File: src/hw/rtl/cfs_pkg.sv
// Shared types, constants and a helper function for the clipboard format sniffer.
`default_nettype none

package cfs_pkg;

    localparam int CNT_W        = 11;
    localparam int HDR_LEN      = 10;
    localparam int HDR_IDX_W    = 4;
    localparam int SAMPLE_BYTES = 1024;
    localparam int SAMPLE_W     = 17;
    localparam int PROD_W       = 18;
    localparam int THR_W        = 7;

    localparam logic [CNT_W-1:0] CNT_MAX = 11'd2047;
    localparam logic [7:0]       PCT_SCALE = 8'd100;
    localparam logic [16:0]      RECT_MAX  = 17'd32767;

    localparam logic [7:0] PNG_SIG [8] = '{8'h89, 8'h50, 8'h4E, 8'h47,
                                           8'h0D, 8'h0A, 8'h1A, 8'h0A};
    localparam logic [7:0] JPEG_SOI0 = 8'hFF;
    localparam logic [7:0] JPEG_SOI1 = 8'hD8;
    localparam logic [7:0] TIFF_LE   = 8'h49;
    localparam logic [7:0] TIFF_BE   = 8'h4D;
    localparam logic [7:0] TIFF_MAGIC = 8'd42;

    typedef enum logic [2:0] {
        FMT_NONE = 3'd0,
        FMT_TEXT = 3'd1,
        FMT_PICT = 3'd2,
        FMT_PNG  = 3'd3,
        FMT_JPEG = 3'd4,
        FMT_TIFF = 3'd5
    } fmt_t;

    // Commands from the controller to the datapath
    typedef struct packed {
        logic accept;   // a data word is taken this cycle
        logic calc;     // register products and signature flags
        logic load;     // pick the format, load the result, clear the object
    } cfs_cmd_t;

    function automatic logic is_printable(input logic [7:0] c);
        is_printable = (c >= 8'h20 && c <= 8'h7E) || c == 8'h09 || c == 8'h0A || c == 8'h0D;
    endfunction

endpackage

`default_nettype wire

File: src/hw/rtl/clipboard_format_sniffer_top.sv
// Top level of the clipboard format sniffer: controller plus datapath.
// Throughput: one data word per cycle in S_RUN; intake pauses after each object
//   for the two classify steps (product register, then compare and select).
// After the last-marked word, the calc and decide steps load the format word.
// The output register lets the next object stream in while a result waits.
// Reset (rst_n, async, active low): counters clear, threshold returns to 80,
//   no result pending; header bytes are left as they are.
`default_nettype none

module clipboard_format_sniffer_top (
    input  wire logic       clk,
    input  wire logic       rst_n,
    input  wire logic       in_valid,
    output logic            in_ready,
    input  wire logic [7:0] data_byte,
    input  wire logic       last_byte,
    output logic            out_valid,
    input  wire logic       out_ready,
    output logic [2:0]      format_code,
    input  wire logic       cfg_wr_en,
    input  wire logic [6:0] cfg_wr_data
);
    import cfs_pkg::*;

    cfs_cmd_t cmd;

    // Sequence intake, classify steps and the result handshake
    cfs_ctrl u_ctrl (
        .clk       (clk),
        .rst_n     (rst_n),
        .in_valid  (in_valid),
        .in_ready  (in_ready),
        .last_byte (last_byte),
        .out_valid (out_valid),
        .out_ready (out_ready),
        .cmd       (cmd)
    );

    // Hold header, counts and threshold; compute and register the format word
    cfs_datapath u_datapath (
        .clk         (clk),
        .rst_n       (rst_n),
        .cmd         (cmd),
        .data_byte   (data_byte),
        .cfg_wr_en   (cfg_wr_en),
        .cfg_wr_data (cfg_wr_data),
        .format_code (format_code)
    );

endmodule

`default_nettype wire

File: src/hw/rtl/cfs_ctrl.sv
// Controller state machine: byte intake, classify sequencing, result handshake.
`default_nettype none

module cfs_ctrl (
    input  wire logic             clk,
    input  wire logic             rst_n,
    input  wire logic             in_valid,
    output logic                  in_ready,
    input  wire logic             last_byte,
    output logic                  out_valid,
    input  wire logic             out_ready,
    output cfs_pkg::cfs_cmd_t     cmd
);
    import cfs_pkg::*;

    typedef enum logic [1:0] {
        S_RUN,
        S_CALC,
        S_DECIDE
    } state_t;

    state_t state_reg;
    state_t state_next;
    logic   out_valid_reg;
    logic   out_valid_next;
    logic   out_free;

    assign in_ready   = (state_reg == S_RUN);
    assign out_valid  = out_valid_reg;
    assign out_free   = !out_valid_reg || out_ready;

    always_comb
    begin
        cmd.accept = in_valid && in_ready;
        cmd.calc   = (state_reg == S_CALC);
        cmd.load   = (state_reg == S_DECIDE) && out_free;
    end

    always_comb
    begin
        state_next     = state_reg;
        out_valid_next = out_valid_reg;
        if (out_valid_reg && out_ready)
        begin
            out_valid_next = 1'b0;
        end
        case (state_reg)
            S_RUN:
            begin
                if (in_valid && last_byte)
                begin
                    state_next = S_CALC;
                end
            end
            S_CALC:
            begin
                state_next = S_DECIDE;
            end
            S_DECIDE:
            begin
                if (out_free)
                begin
                    out_valid_next = 1'b1;
                    state_next     = S_RUN;
                end
            end
            default:
            begin
                state_next = S_RUN;
            end
        endcase
    end

    always_ff @(posedge clk or negedge rst_n)
    begin
        if (!rst_n)
        begin
            state_reg     <= S_RUN;
            out_valid_reg <= 1'b0;
        end
        else
        begin
            state_reg     <= state_next;
            out_valid_reg <= out_valid_next;
        end
    end

    a_last_to_calc: assert property (@(posedge clk) disable iff (!rst_n)
        (in_valid && in_ready && last_byte) |=> (state_reg == S_CALC))
        else $error("last word did not start classification");

    a_calc_to_decide: assert property (@(posedge clk) disable iff (!rst_n)
        (state_reg == S_CALC) |=> (state_reg == S_DECIDE))
        else $error("calc step did not advance to decide");

    a_load_when_free: assert property (@(posedge clk) disable iff (!rst_n)
        cmd.load |=> out_valid_reg)
        else $error("loaded result not presented");

    a_rise_after_decide: assert property (@(posedge clk) disable iff (!rst_n)
        $rose(out_valid_reg) |-> $past(state_reg == S_DECIDE))
        else $error("result appeared outside decide");

endmodule

`default_nettype wire

File: src/hw/rtl/cfs_datapath.sv
// Datapath: header capture, byte counters, ratio products and format selection.
`default_nettype none

module cfs_datapath (
    input  wire logic             clk,
    input  wire logic             rst_n,
    input  cfs_pkg::cfs_cmd_t     cmd,
    input  wire logic [7:0]       data_byte,
    input  wire logic             cfg_wr_en,
    input  wire logic [6:0]       cfg_wr_data,
    output logic [2:0]            format_code
);
    import cfs_pkg::*;

    logic [7:0]        header_reg [HDR_LEN];
    logic [CNT_W-1:0]  pos_reg, pos_next;
    logic [CNT_W-1:0]  scan_reg, scan_next;
    logic [CNT_W-1:0]  prn_reg, prn_next;
    logic              zero_reg, zero_next;
    logic [THR_W-1:0]  thr_reg;

    logic [PROD_W-1:0] prod_text_reg, prod_thr_reg;
    logic              pict_reg, png_reg, jpeg_reg, tiff_reg;
    fmt_t              fmt_reg;

    logic              scan_en;
    logic [CNT_W-1:0]  divisor;
    logic signed [15:0] top, left, bottom, right;
    logic signed [16:0] height, width;
    logic              rect_ok, png_hit, jpeg_hit, tiff_hit;

    assign format_code = fmt_reg;

    assign scan_en = !zero_reg && (SAMPLE_W'(scan_reg) < SAMPLE_W'(SAMPLE_BYTES))
                     && (scan_reg != CNT_MAX);

    always_comb
    begin
        pos_next  = pos_reg;
        scan_next = scan_reg;
        prn_next  = prn_reg;
        zero_next = zero_reg;
        if (cmd.load)
        begin
            pos_next  = '0;
            scan_next = '0;
            prn_next  = '0;
            zero_next = 1'b0;
        end
        else if (cmd.accept)
        begin
            if (pos_reg != CNT_MAX)
            begin
                pos_next = pos_reg + 1'b1;
            end
            if (scan_en)
            begin
                if (data_byte == 8'h00)
                begin
                    zero_next = 1'b1;
                end
                else
                begin
                    scan_next = scan_reg + 1'b1;
                    if (is_printable(data_byte))
                    begin
                        prn_next = prn_reg + 1'b1;
                    end
                end
            end
        end
    end

    always_ff @(posedge clk or negedge rst_n)
    begin
        if (!rst_n)
        begin
            pos_reg  <= '0;
            scan_reg <= '0;
            prn_reg  <= '0;
            zero_reg <= 1'b0;
            thr_reg  <= 7'd80;
        end
        else
        begin
            pos_reg  <= pos_next;
            scan_reg <= scan_next;
            prn_reg  <= prn_next;
            zero_reg <= zero_next;
            if (cfg_wr_en)
            begin
                thr_reg <= cfg_wr_data;
            end
        end
    end

    always_ff @(posedge clk)
    begin
        if (cmd.accept && pos_reg < CNT_W'(HDR_LEN))
        begin
            header_reg[pos_reg[HDR_IDX_W-1:0]] <= data_byte;
        end
    end

    // floor(p*100/s) > t  <=>  p*100 >= (t+1)*s, with s forced to at least one
    assign divisor = (scan_reg == '0) ? CNT_W'(1) : scan_reg;

    always_comb
    begin
        top    = {header_reg[2], header_reg[3]};
        left   = {header_reg[4], header_reg[5]};
        bottom = {header_reg[6], header_reg[7]};
        right  = {header_reg[8], header_reg[9]};
        height = {bottom[15], bottom} - {top[15], top};
        width  = {right[15], right} - {left[15], left};
        rect_ok = !top[15] && !left[15]
                  && !height[16] && (height != '0) && ($unsigned(height) < RECT_MAX)
                  && !width[16] && (width != '0) && ($unsigned(width) < RECT_MAX);
        png_hit = 1'b1;
        for (int i = 0; i < 8; i++)
        begin
            if (header_reg[i] != PNG_SIG[i])
            begin
                png_hit = 1'b0;
            end
        end
        jpeg_hit = (header_reg[0] == JPEG_SOI0) && (header_reg[1] == JPEG_SOI1);
        tiff_hit = ((header_reg[0] == TIFF_LE) && (header_reg[1] == TIFF_LE)
                    && (header_reg[2] == TIFF_MAGIC) && (header_reg[3] == 8'h00))
                || ((header_reg[0] == TIFF_BE) && (header_reg[1] == TIFF_BE)
                    && (header_reg[2] == 8'h00) && (header_reg[3] == TIFF_MAGIC));
    end

    always_ff @(posedge clk)
    begin
        if (cmd.calc)
        begin
            prod_text_reg <= PROD_W'(prn_reg) * PROD_W'(PCT_SCALE);
            prod_thr_reg  <= (PROD_W'(thr_reg) + PROD_W'(1)) * PROD_W'(divisor);
            pict_reg      <= (pos_reg >= CNT_W'(10)) && rect_ok;
            png_reg       <= (pos_reg >= CNT_W'(8)) && png_hit;
            jpeg_reg      <= (pos_reg >= CNT_W'(8)) && jpeg_hit;
            tiff_reg      <= (pos_reg >= CNT_W'(8)) && tiff_hit;
        end
        if (cmd.load)
        begin
            if (prod_text_reg >= prod_thr_reg)
                fmt_reg <= FMT_TEXT;
            else if (pict_reg)
                fmt_reg <= FMT_PICT;
            else if (png_reg)
                fmt_reg <= FMT_PNG;
            else if (jpeg_reg)
                fmt_reg <= FMT_JPEG;
            else if (tiff_reg)
                fmt_reg <= FMT_TIFF;
            else
                fmt_reg <= FMT_NONE;
        end
    end

endmodule

`default_nettype wire
File: config.mk
export PLATFORM = sky130hd
export DESIGN_NAME = clipboard_format_sniffer_top
export DESIGN_NICKNAME = d
export VERILOG_FILES = /design/src/hw/rtl/cfs_pkg.sv /design/src/hw/rtl/clipboard_format_sniffer_top.sv /design/src/hw/rtl/cfs_ctrl.sv /design/src/hw/rtl/cfs_datapath.sv
export SDC_FILE = /design/constraint.sdc
export NUM_CORES = 1
export LEC_CHECK = 0
export CORE_ASPECT_RATIO = 1.1
export CORE_MARGIN = 1.5
export CORE_UTILIZATION = 55
export DETAILED_ROUTE_END_ITERATION = 7
export DONT_BUFFER_PORTS = 1
export PLACE_DENSITY = 0.7
export SKIP_CTS_REPAIR_TIMING = 1
export SLEW_MARGIN = 25
export SYNTH_ARGS = -nofsm -noshare
export SYNTH_HDL_FRONTEND = slang
export SYNTH_SLANG_ARGS = --single-unit
export TNS_END_PERCENT = 20
File: constraint.sdc
create_clock -name clk -period 9.4 [get_ports clk]
set_clock_uncertainty 0.1 [all_clocks]
set_input_delay 2.82 -clock clk [delete_from_list [all_inputs] [get_ports clk]]
set_output_delay 2.82 -clock clk [all_outputs]
set_load 0.02 [all_outputs]
---- Yosys cells after proc, flatten, opt, wreduce, memory -nomap -nowiden ----
Memories as Yosys holds them, arrays and structs flattened.
Index checks and enable logic that the tools add are counted.
cells by class
  $lt $le $gt $ge ......................... 9
  mux-type cells .......................... 37
  add/sub/neg operators ................... 6
  multipliers ............................. 2
  reductions and logical operators ........ 55
  eq/ne operators ......................... 26
operators with widths
  cell                                                                 number
  two-way mux 11 bit                                                   13
  less-than comparator 17 x 15 -> 1 bit (second input constant)        2
  nonzero test 17 bit                                                  2
  subtractor 16 x 16 -> 17 bit                                         2
  adder 11 x 1 -> 11 bit (second input constant)                       3
  == test 8 x 7 -> 1 bit (second input constant)                       4
  logical AND 1 bit                                                    26
  == test 8 x 4 -> 1 bit (second input constant)                       3
  logical NOT 8 bit                                                    3
  != test 8 x 4 -> 1 bit (second input constant)                       3
  != test 8 x 7 -> 1 bit (second input constant)                       3
  greater-or-equal comparator 11 x 4 -> 1 bit (second input constant)  2
  != test 11 bit (second input constant)                               2
  greater-or-equal comparator 18 bit                                   1
  multiplier 18 x 11 -> 18 bit                                         1
  two-way mux 1 bit                                                    17
  == test 8 x 6 -> 1 bit (second input constant)                       2
  == test 8 bit (second input constant)                                2
  multiplier 11 x 5 -> 16 bit (second input constant)                  1
  logical NOT 11 bit                                                   1
  less-than comparator 11 bit (second input constant)                  1
  less-than comparator 11 x 4 -> 1 bit (second input constant)         1
  nonzero test 2 bit                                                   5
  adder 7 x 1 -> 8 bit (second input constant)                         1
  other kinds (18)                                                     34
storage, ports and cells
  input bits .............................. 21
  RAM bits ................................ 80
  memories ................................ 1
  flip-flop bits (word level) ............. 85
  output and inout bits ................... 5
  word-level logic and storage cells ...... 151
memory list
  name                   words  bits a word  rd ports  clocked after Yosys merged registers in  write ports  line                text
  u_datapath.header_reg  10     8            10        0                                        1            cfs_datapath.sv:15  logic [7:0] header_reg [HDR_LEN];

---- Longest topological paths before layout ----
Gate-level depths: netlist (run 1).
An unclocked memory read counts as a cell.
  word-level depth ........................ 11
  gate-level depth with buffers ........... 23
  depth with buffers taken out ............ 23

---- By module ----
From an unflattened synthesis (run 1), not the netlist that was laid out.
second synthesis, totals
  cells, all modules ...................... 1166
  area, all modules ....................... 12127.9 µm²
by module, submodules not included
  module        cells each  instances  area each (µm²)  seq. area each (µm²)
  cfs_datapath  1154        1          11990.2          4662.0
  cfs_ctrl      12          1          137.6            75.1

---- Worst setup path after synthesis (run 1) ----
Ideal clock, no wire load.
  path type ............................... reg-to-reg
  from .................................... reg u_datapath.scan_reg[10]
  to ...................................... reg u_datapath.prod_thr_reg[17] (data pin)
  library setup time ...................... 136 ps
  setup slack ............................. 3852 ps
  stages on the path, launching flop included .. 20
  period minus slack after synthesis ...... 5548 ps
  required time ........................... 9164 ps
  arrival time ............................ 5312 ps
  buffers on the path ..................... 1
  cell sequence ........................... dfrtp_1 -> clkbuf_1 -> nor4b_1 -> a31oi_1 -> or3_1 -> fa_1 -> fa_1 -> inv_1 -> fa_1 -> inv_1 -> fa_1 -> inv_1 -> ha_1 -> a21boi_1 -> o21ai_0 -> a21boi_1 -> o2111ai_1 -> a31oi_1 -> or4_1 -> nand3_1
on the way
  longest elaborated chain between the ends .. 3
ends and longest elaborated chain
  element                         line                 text
  from (decl)                     cfs_datapath.sv:17   logic [CNT_W-1:0] scan_reg, scan_next;
  from (signal assigned)          cfs_datapath.sv:87   scan_reg <= scan_next;
  logical NOT 11 bit              cfs_datapath.sv:106  assign divisor = (scan_reg == '0) ? CNT_W'(1) : scan_reg;
  two-way mux 11 bit *            cfs_datapath.sv:106
  multiplier 18 x 11 -> 18 bit *  cfs_datapath.sv:139  prod_thr_reg <= (PROD_W'(thr_reg) + PROD_W'(1)) * PROD_W'(divisor);
  to (signal assigned)            cfs_datapath.sv:139
  to (decl)                       cfs_datapath.sv:22   logic [PROD_W-1:0] prod_text_reg, prod_thr_reg;
Mark *: on every way between the ends. The rest lies on a longest branch, timed or not.
A chain may end at the register's enable or synchronous reset.

---- Final worst setup path (run 1) ----
  from .................................... reg u_datapath.thr_reg[0]
  to ...................................... reg u_datapath.prod_thr_reg[17] (data pin)
on the way
  longest elaborated chain between the ends .. 2
ends and longest elaborated chain
  element                       line                 text
  from (decl)                   cfs_datapath.sv:20   logic [THR_W-1:0] thr_reg;
  from (signal assigned)        cfs_datapath.sv:92   thr_reg <= cfg_wr_data;
  adder 7 x 1 -> 8 bit          cfs_datapath.sv:139
  multiplier 18 x 11 -> 18 bit  cfs_datapath.sv:139
Every way passes these cells.

==> results.toml, run 1 <==
[final_layout]
area_delta_synth_final_pct = 8.10
fin_nets = 1357
largest_register_ffs = 80
finalInstanceArea_um2 = 13000
drive_above_1_share = 0.0500
antenna_cells = 0

[clock_tree]
cts_sinks = 165
clk_latency_ns = 0.43
htreeDepth = 4
cts.path.max_buffers = 2
cts-root-buf = "clkbuf_16"
cts_tree = "yes"
cts_buffers = 17
path_clk_slew_ns = 0.07

[timing]
period_share = 0.672
hold_ws_ns = 0.423
finalHoldViolCount = 0
max_clock_freq_ghz = 0.158
setup_violations = 0
slew_headroom = 0.330
rsz0062_at_grt = "no"
fin_crit_ns = 6.31
tns_ns = 0
tightest_slew_ns = 1.00
maxSlewViolCount = 0

[worst_hold_path]
hp-start = "u_datapath.zero_reg"
hold_path.class = "flop to flop"
hold_depth = 2

[power_and_ir_drop]
p_sw_frac = 0.313
p_sw_uw = 716
p_seq_frac = 0.420
internal_power_uw = 1580
pwr-share-comb = 0.271
clkPwrFrac = 0.309
vdd_drop_max_mv = 0.157
leakagePower_uw = 0.00592
power_uw = 2290
power.density_nw_per_um2 = 176

[synthesis]
syn_area_um2 = 12000
yosys_warnings = 0
synth.distinct_cells = 65
ys_seq_area_frac = 0.394
syn_inst = 1144
async_flop_share = 0.267
synth.net_count = 1355
ys_seq_elements = 165
synth.avg_cell_area_um2 = 10.5
synthFlopType = "edfxtp_1"
synth_edf_count = 121

[global_routing]
antenna_found_initial = 0
grt_pass1_wl_um = 39800
grt_start_max_net_pins = 45
grt_pass1_vias = 8175
grt_overflow = 0
grt_usage = 0.227

[routing]
finalWirelength_um = 23800
drt_pass1_iterations = 5
dr.first_iter.drc_count = 322
vias_per_cell = 5.56
drc = 0
wire_per_inst_um = 16.4
vias = 8062
drt.antenna.violating_nets = 0

[run_status]
status = "complete, no violations"

[critical_path]
crit_type = "flop to flop"
start_kind = "flop"
r2r_end = "u_datapath.prod_thr_reg[17]"
worstSetupStartpoint = "u_datapath.thr_reg[0]"
required_ns = 9.59
r2r_slack_ns = 3.09
cp-endpoint = "u_datapath.prod_thr_reg[17]"
worst-path-max-fanout = 15
reg2reg_from = "u_datapath.thr_reg[0]"
end_kind = "flop"
cp.arrival_ns = 6.50
reg2regPathDepth = 20

[die]
num_rows = 56
chipHeight_um = 158
pin_count = 26
die-area_um2 = 22800
chipWidth_um = 144
start_util = 0.563
core_um2 = 21400

[placement]
dpl.hpwl_um = 18000
place_area_um2 = 12400
place_congestion = 0.865
portBuffers = 0

[job]
maxCapViolations = 0
==> power by group through the flow <==
stage	registers (uW)	logic (uW)	clock network [uW]
after floorplan	940	504	0
after global placement	972	604	0
after detailed placement	974	622	0
after CTS	960	629	720
after global routing	973	733	749
final	962	622	708
==> cells by family after synthesis <==
logic type,share of synthesized area
compound gates,0.0861
xor+xnor,0.0553
fa+ha+maj,0.236
buf+inv,0.0602
flops,0.394
mux,0.00822
simple gates,0.161
==> worst min-delay path by stage <==
stage,endpoint
5_1_grt,u_datapath.prod_text_reg[3]
2_1_floorplan,u_datapath.pos_reg[10]
4_1_cts,u_datapath.prod_text_reg[3]
3_3_place_gp,u_datapath.zero_reg
3_5_place_dp,u_datapath.pos_reg[10]
6_report,u_datapath.zero_reg
==> worst max-delay path, stage by stage (launching register included) <==
cell       delay [ns]
dfrtp_1          0.70
ha_1             0.29
nand3_1          0.12
xor2_1           0.80
nor2_1           0.18
fa_1             0.49
fa_1             0.51
ha_1             0.29
inv_1            0.05
fa_1             0.53
inv_1            0.04
ha_1             0.32
nor2b_1          0.14
o21ai_0          0.21
a21boi_1         0.11
o21ai_0          0.22
a21boi_1         0.14
o2111ai_1        0.24
a31oi_1          0.17
or4_1            0.42
nand3_1          0.09
==> final cells by class <==
cell class | count | area (um^2)
clock buffer | 25 | 574
clock inverter | 7 | 47.5
fill | 1774 | 8360
inverter | 171 | 642
multi-input combinational | 786 | 6590
sequential | 165 | 4740
tap | 290 | 363
timing repair buffer | 5 | 57.6
==> layout by cell type (no fill, tap or decap), types with 28 or more instances in the layout <==
cell type and count:
nand2_1 42, o21ai_0 28, a21oi_1 36, fa_1 61, inv_1 171, edfxtp_1 121, dfrtp_1 42, xor2_1 32
xnor2_1 44, ha_1 129, nor2_1 84, nor2b_1 43, and2_1 36
==> per-stage QoR <==
stage	cells	util	setup WS [ns]
floorplan	1144	-	3.85
global placement	1416	0.578	3.35
detailed placement	1416	0.578	3.16
CTS	1448	0.607	3.11
global route	1449	0.609	2.62
finish	1449	0.609	3.09
==> per-layer routing <==
metal,part of all wire,up-vias,GRT usage
met1,0.42,3934,0.266
li1,-,3962,-
met2,0.52,123,0.415
met4,0.028,0,0.0894
met5,0,-,0
met3,0.030,43,0.0357
==> cell usage after synthesis, types with 32 or more instances <==
| library cell | n | share of area |
|---|---|---|
| a21oi_1 | 36 | 0.015 |
| and2_1 | 36 | 0.019 |
| dfrtp_1 | 42 | 0.087 |
| edfxtp_1 | 121 | 0.30 |
| fa_1 | 61 | 0.10 |
| ha_1 | 129 | 0.13 |
| inv_1 | 171 | 0.053 |
| nand2_1 | 42 | 0.013 |
| nor2_1 | 84 | 0.026 |
| nor2b_1 | 45 | 0.023 |
| xnor2_1 | 44 | 0.032 |
| xor2_1 | 32 | 0.023 |
Power figures use the tool's default switching activity.
==> inputs of run 2 (changes only) <==
==> constraint.sdc (replaced) <==
create_clock -name clk -period 6.4 [get_ports clk]
set_clock_uncertainty 0.1 [all_clocks]
set_input_delay 1.92 -clock clk [delete_from_list [all_inputs] [get_ports clk]]
set_output_delay 1.92 -clock clk [all_outputs]
set_load 0.02 [all_outputs]
==> run 2 against run 1 <==
Net effect: clock power rose by 32%; setup slack worse by 2.5 ns; count of clock-buffer cells in the layout down 7; critical path type unchanged; largest power group unchanged.
==> results.toml, run 2 (synthesis results as in run 1) <==
[run_status]
status = "complete, no violations"

[clock_tree]
htreeDepth = 4
clk_latency_ns = 0.43
cts_sinks = 165
cts_tree = "yes"
path_clk_slew_ns = 0.07
cts.path.max_buffers = 2
cts-root-buf = "clkbuf_16"
cts_buffers = 17

[power_and_ir_drop]
power.density_nw_per_um2 = 253
leakagePower_uw = 0.00589
vdd_drop_max_mv = 0.218

[timing]
rsz0062_at_grt = "no"
period_share = 0.913
finalHoldViolCount = 0
hold_ws_ns = 0.427
slew_headroom = 0.259
tightest_slew_ns = 1.11
setup_violations = 0
tns_ns = 0
fin_crit_ns = 5.84
max_clock_freq_ghz = 0.171
maxSlewViolCount = 0

[final_layout]
drive_above_1_share = 0.0548
area_delta_synth_final_pct = 7.84
layout_commonest_cell = "inv_1"
fin_cells = 1457
layout_common_cells = "inv_1, ha_1, edfxtp_1, nor2_1, fa_1"
antenna_cells = 0
fin_nets = 1365
largest_register_ffs = 80

[placement]
dpl.hpwl_um = 18300
place_congestion = 0.851
dp.cells = 1424
portBuffers = 0

[die]
chipWidth_um = 144
die-area_um2 = 22800
core_um2 = 21400
num_rows = 56
pin_count = 26
chipHeight_um = 158
start_util = 0.563

[critical_path]
cp-endpoint = "u_datapath.prod_thr_reg[17]"
reg2reg_from = "u_datapath.scan_reg[0]"
cp_slowest_cell = "fa_1"
worstSetupStartpoint = "u_datapath.scan_reg[0]"
crit_type = "flop to flop"
max_stage_delay_ns = 0.56
r2r_end = "u_datapath.prod_thr_reg[17]"
path_cells = "inv_1 > ha_1 > nor4b_2 > nand3_1 > nand2_1 > or2_2 > fa_1 > fa_1 > inv_1 > fa_1 > inv_1 > fa_1 > inv_1 > ha_1 > a21boi_1 > o21ai_0 > a21boi_1 > o2111ai_1 > a31oi_1 > or4_1 > nand3_1"
worst-path-max-fanout = 7
r2r_slack_ns = 0.56
required_ns = 6.59
end_kind = "flop"
start_kind = "flop"
cp.arrival_ns = 6.04
reg2regPathDepth = 21

[job]
maxCapViolations = 0

[routing]
finalWirelength_um = 24000
dr.first_iter.drc_count = 501
drt.antenna.violating_nets = 0
vias = 8021
drc = 0
vias_per_cell = 5.51
drt_pass1_iterations = 5
wire_per_inst_um = 16.5

[global_routing]
grt_overflow = 0
grt_start_max_net_pins = 45
grt_pass1_vias = 8390
antenna_found_initial = 0
grt_pass1_wl_um = 40300
grt_usage = 0.231

[worst_hold_path]
hold_path.class = "flop to flop"
## run 2: cell count changes in the layout (fill, tap and decap cells not counted), sizes merged
cell      change
clkinvlp      +5
clkinv        -1
buf           +8
clkbuf        -7
inv           +3
## run 2: worst max-delay path: cells and delay by family, from the launching register on
family,cells,cell delay (ns)
AOI/OAI and AO/OA,5,0.94
adders and majority gates,6,2.61
buffers and inverters,4,0.24
DFF,1,0.47
and+or+nand+nor,6,1.35
## run 2: layout make-up
class / instances / area, um^2
fill: 1825 / 8400
multi-input combinational: 786 / 6590
sequential: 165 / 4740
inverter: 171 / 642
clock buffer: 18 / 429
tap: 290 / 363
timing repair buffer: 13 / 110
clock inverter: 14 / 103
## run 2: layer usage
metal,vias to the layer above,global-route usage,routed length [um]
li1,3978,-,-
met1,3859,0.264,9890
met2,136,0.429,12700
met3,48,0.0393,792
met4,0,0.0884,665
met5,-,0,0
## run 2: how the worst min path moves through the flow
stage,startpoint,end,cells after the start
6_report,u_datapath.prn_reg[1],u_datapath.prod_text_reg[3],0
5_1_grt,u_datapath.prn_reg[1],u_datapath.prod_text_reg[3],0
4_1_cts,u_datapath.prn_reg[1],u_datapath.prod_text_reg[3],0
3_5_place_dp,u_datapath.prn_reg[1],u_datapath.prod_text_reg[3],0
3_3_place_gp,u_datapath.zero_reg,u_datapath.zero_reg,2
2_1_floorplan,u_datapath.pos_reg[10],u_datapath.pos_reg[10],2
## run 2: per-stage QoR
step                 util  cell area (um^2)  power [uW]  setup slack, ns
floorplan               -             12000        2120            0.852
global placement    0.581             12400        2330            0.699
detailed placement  0.581             12400        2360            0.545
CTS                 0.606             12900        3300            0.500
global route        0.607             13000        3500            0.103
finish              0.607             13000        3280            0.557
## run 2: where the power goes
group | switching [uW] | internal (uW)
Clock | 435 | 500
Combinational | 541 | 399
Sequential | 106 | 1300
==> inputs of run 3 (changes only) <==
--- a/config.mk
+++ b/config.mk
@@ -11,6 +11,7 @@
 export DETAILED_ROUTE_END_ITERATION = 7
 export DONT_BUFFER_PORTS = 1
 export PLACE_DENSITY = 0.7
+export REMOVE_ABC_BUFFERS = 1
 export SKIP_CTS_REPAIR_TIMING = 1
 export SLEW_MARGIN = 25
 export SYNTH_ARGS = -nofsm -noshare
==> run 3 against run 2 <==
Net effect: non-clock buffer count is 1 higher; first-iteration DRC count is 15% lower; hold slack worse by 0.0057 ns; setup slack worse by 0.092 ns; sequential share of layout area is 0.24 points lower; combinational power is 0.9% lower; flip-flop and latch count stayed put.
==> results.toml, run 3 (synthesis results as in run 1) <==
[run_status]
status = "complete, no violations"

[timing]
finalHoldViolCount = 0
rsz0062_at_grt = "no"
hold_ws_ns = 0.421
setup_violations = 0
tightest_slew_ns = 0.739
max_clock_freq_ghz = 0.168
slew_headroom = 0.503
tns_ns = 0
fin_crit_ns = 5.94
period_share = 0.927
maxSlewViolCount = 0

[job]
maxCapViolations = 0

[clock_tree]
cts-root-buf = "clkbuf_16"
htreeDepth = 4
cts_buffers = 17
cts_tree = "yes"
cts.path.max_buffers = 2
path_clk_slew_ns = 0.07
clk_latency_ns = 0.42
cts_sinks = 165

[die]
chipHeight_um = 158
start_util = 0.563
num_rows = 56
pin_count = 26
core_um2 = 21400
die-area_um2 = 22800
chipWidth_um = 144

[routing]
finalWirelength_um = 23700
vias_per_cell = 5.57
drt.antenna.violating_nets = 0
vias = 8125
drt_pass1_iterations = 6
wire_per_inst_um = 16.2
dr.first_iter.drc_count = 428
drc = 0

[final_layout]
layout_commonest_cell = "inv_1"
layout_common_cells = "inv_1, ha_1, edfxtp_1, nor2_1, fa_1"
drive_above_1_share = 0.0557
nFillCells = 1799
fin_nets = 1366
largest_register_ffs = 80
area_delta_synth_final_pct = 8.56

[worst_hold_path]
hold_path.class = "flop to flop"
hp-start = "u_datapath.prn_reg[1]"

[critical_path]
cp.arrival_ns = 6.13
start_kind = "flop"
worstSetupStartpoint = "u_datapath.scan_reg[5]"
crit_type = "flop to flop"
reg2reg_from = "u_datapath.scan_reg[5]"
end_kind = "flop"
required_ns = 6.60
worst-path-max-fanout = 13

[global_routing]
antenna_found_initial = 0
grt_pass1_vias = 8381
grt_usage = 0.228
grt_start_max_net_pins = 45
grt_overflow = 0
grt_pass1_wl_um = 39900

[placement]
portBuffers = 0
dpl.hpwl_um = 18100
place_congestion = 0.864

[power_and_ir_drop]
leakagePower_uw = 0.00593
power.density_nw_per_um2 = 259
vdd_drop_max_mv = 0.198
run 3: path summary, 6_finish.rpt:
check	endpoint	slack (ns)	depth (start not counted)
max	u_datapath.prod_thr_reg[17]	0.46	19
max reg2reg	u_datapath.prod_thr_reg[17]	0.46	19
min reg2reg	u_datapath.prod_text_reg[3]	0.42	0
max in group asynchronous	u_datapath.thr_reg[6]	4.91	0
min	u_datapath.prod_text_reg[3]	0.42	0
min in group asynchronous	u_datapath.prn_reg[2]	1.08	0
run 3: through the flow:
stage	cell area (um^2)	utilization	setup WS (ns)	power [uW]	instances
2_1_floorplan	11900	-	0.863	2110	1122
3_3_place_gp	12400	0.581	0.596	2330	1425
3_5_place_dp	12400	0.581	0.495	2360	1425
4_1_cts	13000	0.609	0.454	3410	1456
5_1_grt	13100	0.611	0.0648	3630	1457
6_report	13100	0.611	0.465	3390	1458
run 3: layer usage:
metal	vias up	track usage	wire length [um]
met5	-	0	0
met4	0	0.0753	542
met3	37	0.0372	894
met2	159	0.429	12500
met1	3949	0.262	9710
li1	3980	-	-
run 3: power by group:
| group | switching, uW | internal [uW] | leakage [uW] | total, uW |
|---|---|---|---|---|
| combinational | 533 | 399 | 0.00396 | 932 |
| sequential | 108 | 1300 | 0.00169 | 1410 |
| clock | 427 | 618 | 0.000283 | 1040 |
run 3: final cells by class:
class | instances | area [um^2] | share of cell area
inverter | 171 | 642 | 0.0491
timing repair buffer | 14 | 125 | 0.00958
sequential | 165 | 4740 | 0.363
clock buffer | 18 | 429 | 0.0329
antenna | 1 | 2.50 | 0.000192
tap | 290 | 363 | 0.0278
multi-input combinational | 786 | 6590 | 0.505
clock inverter | 13 | 171 | 0.0131
run 3: worst max-delay path, cell delays in order, from the launching register on:
cell and delay (ns):
dfrtp_1 0.51, nor4_1 0.47, a31oi_1 0.16, buf_4 0.19
or3_1 0.34, fa_1 0.53, fa_1 0.55, inv_1 0.05
fa_1 0.53, inv_1 0.05, fa_1 0.52, inv_1 0.04
ha_1 0.31, a21boi_1 0.15, o21ai_0 0.22, a21boi_1 0.14
o2111ai_1 0.24, a31oi_1 0.19, or4_1 0.43, nand3_1 0.09
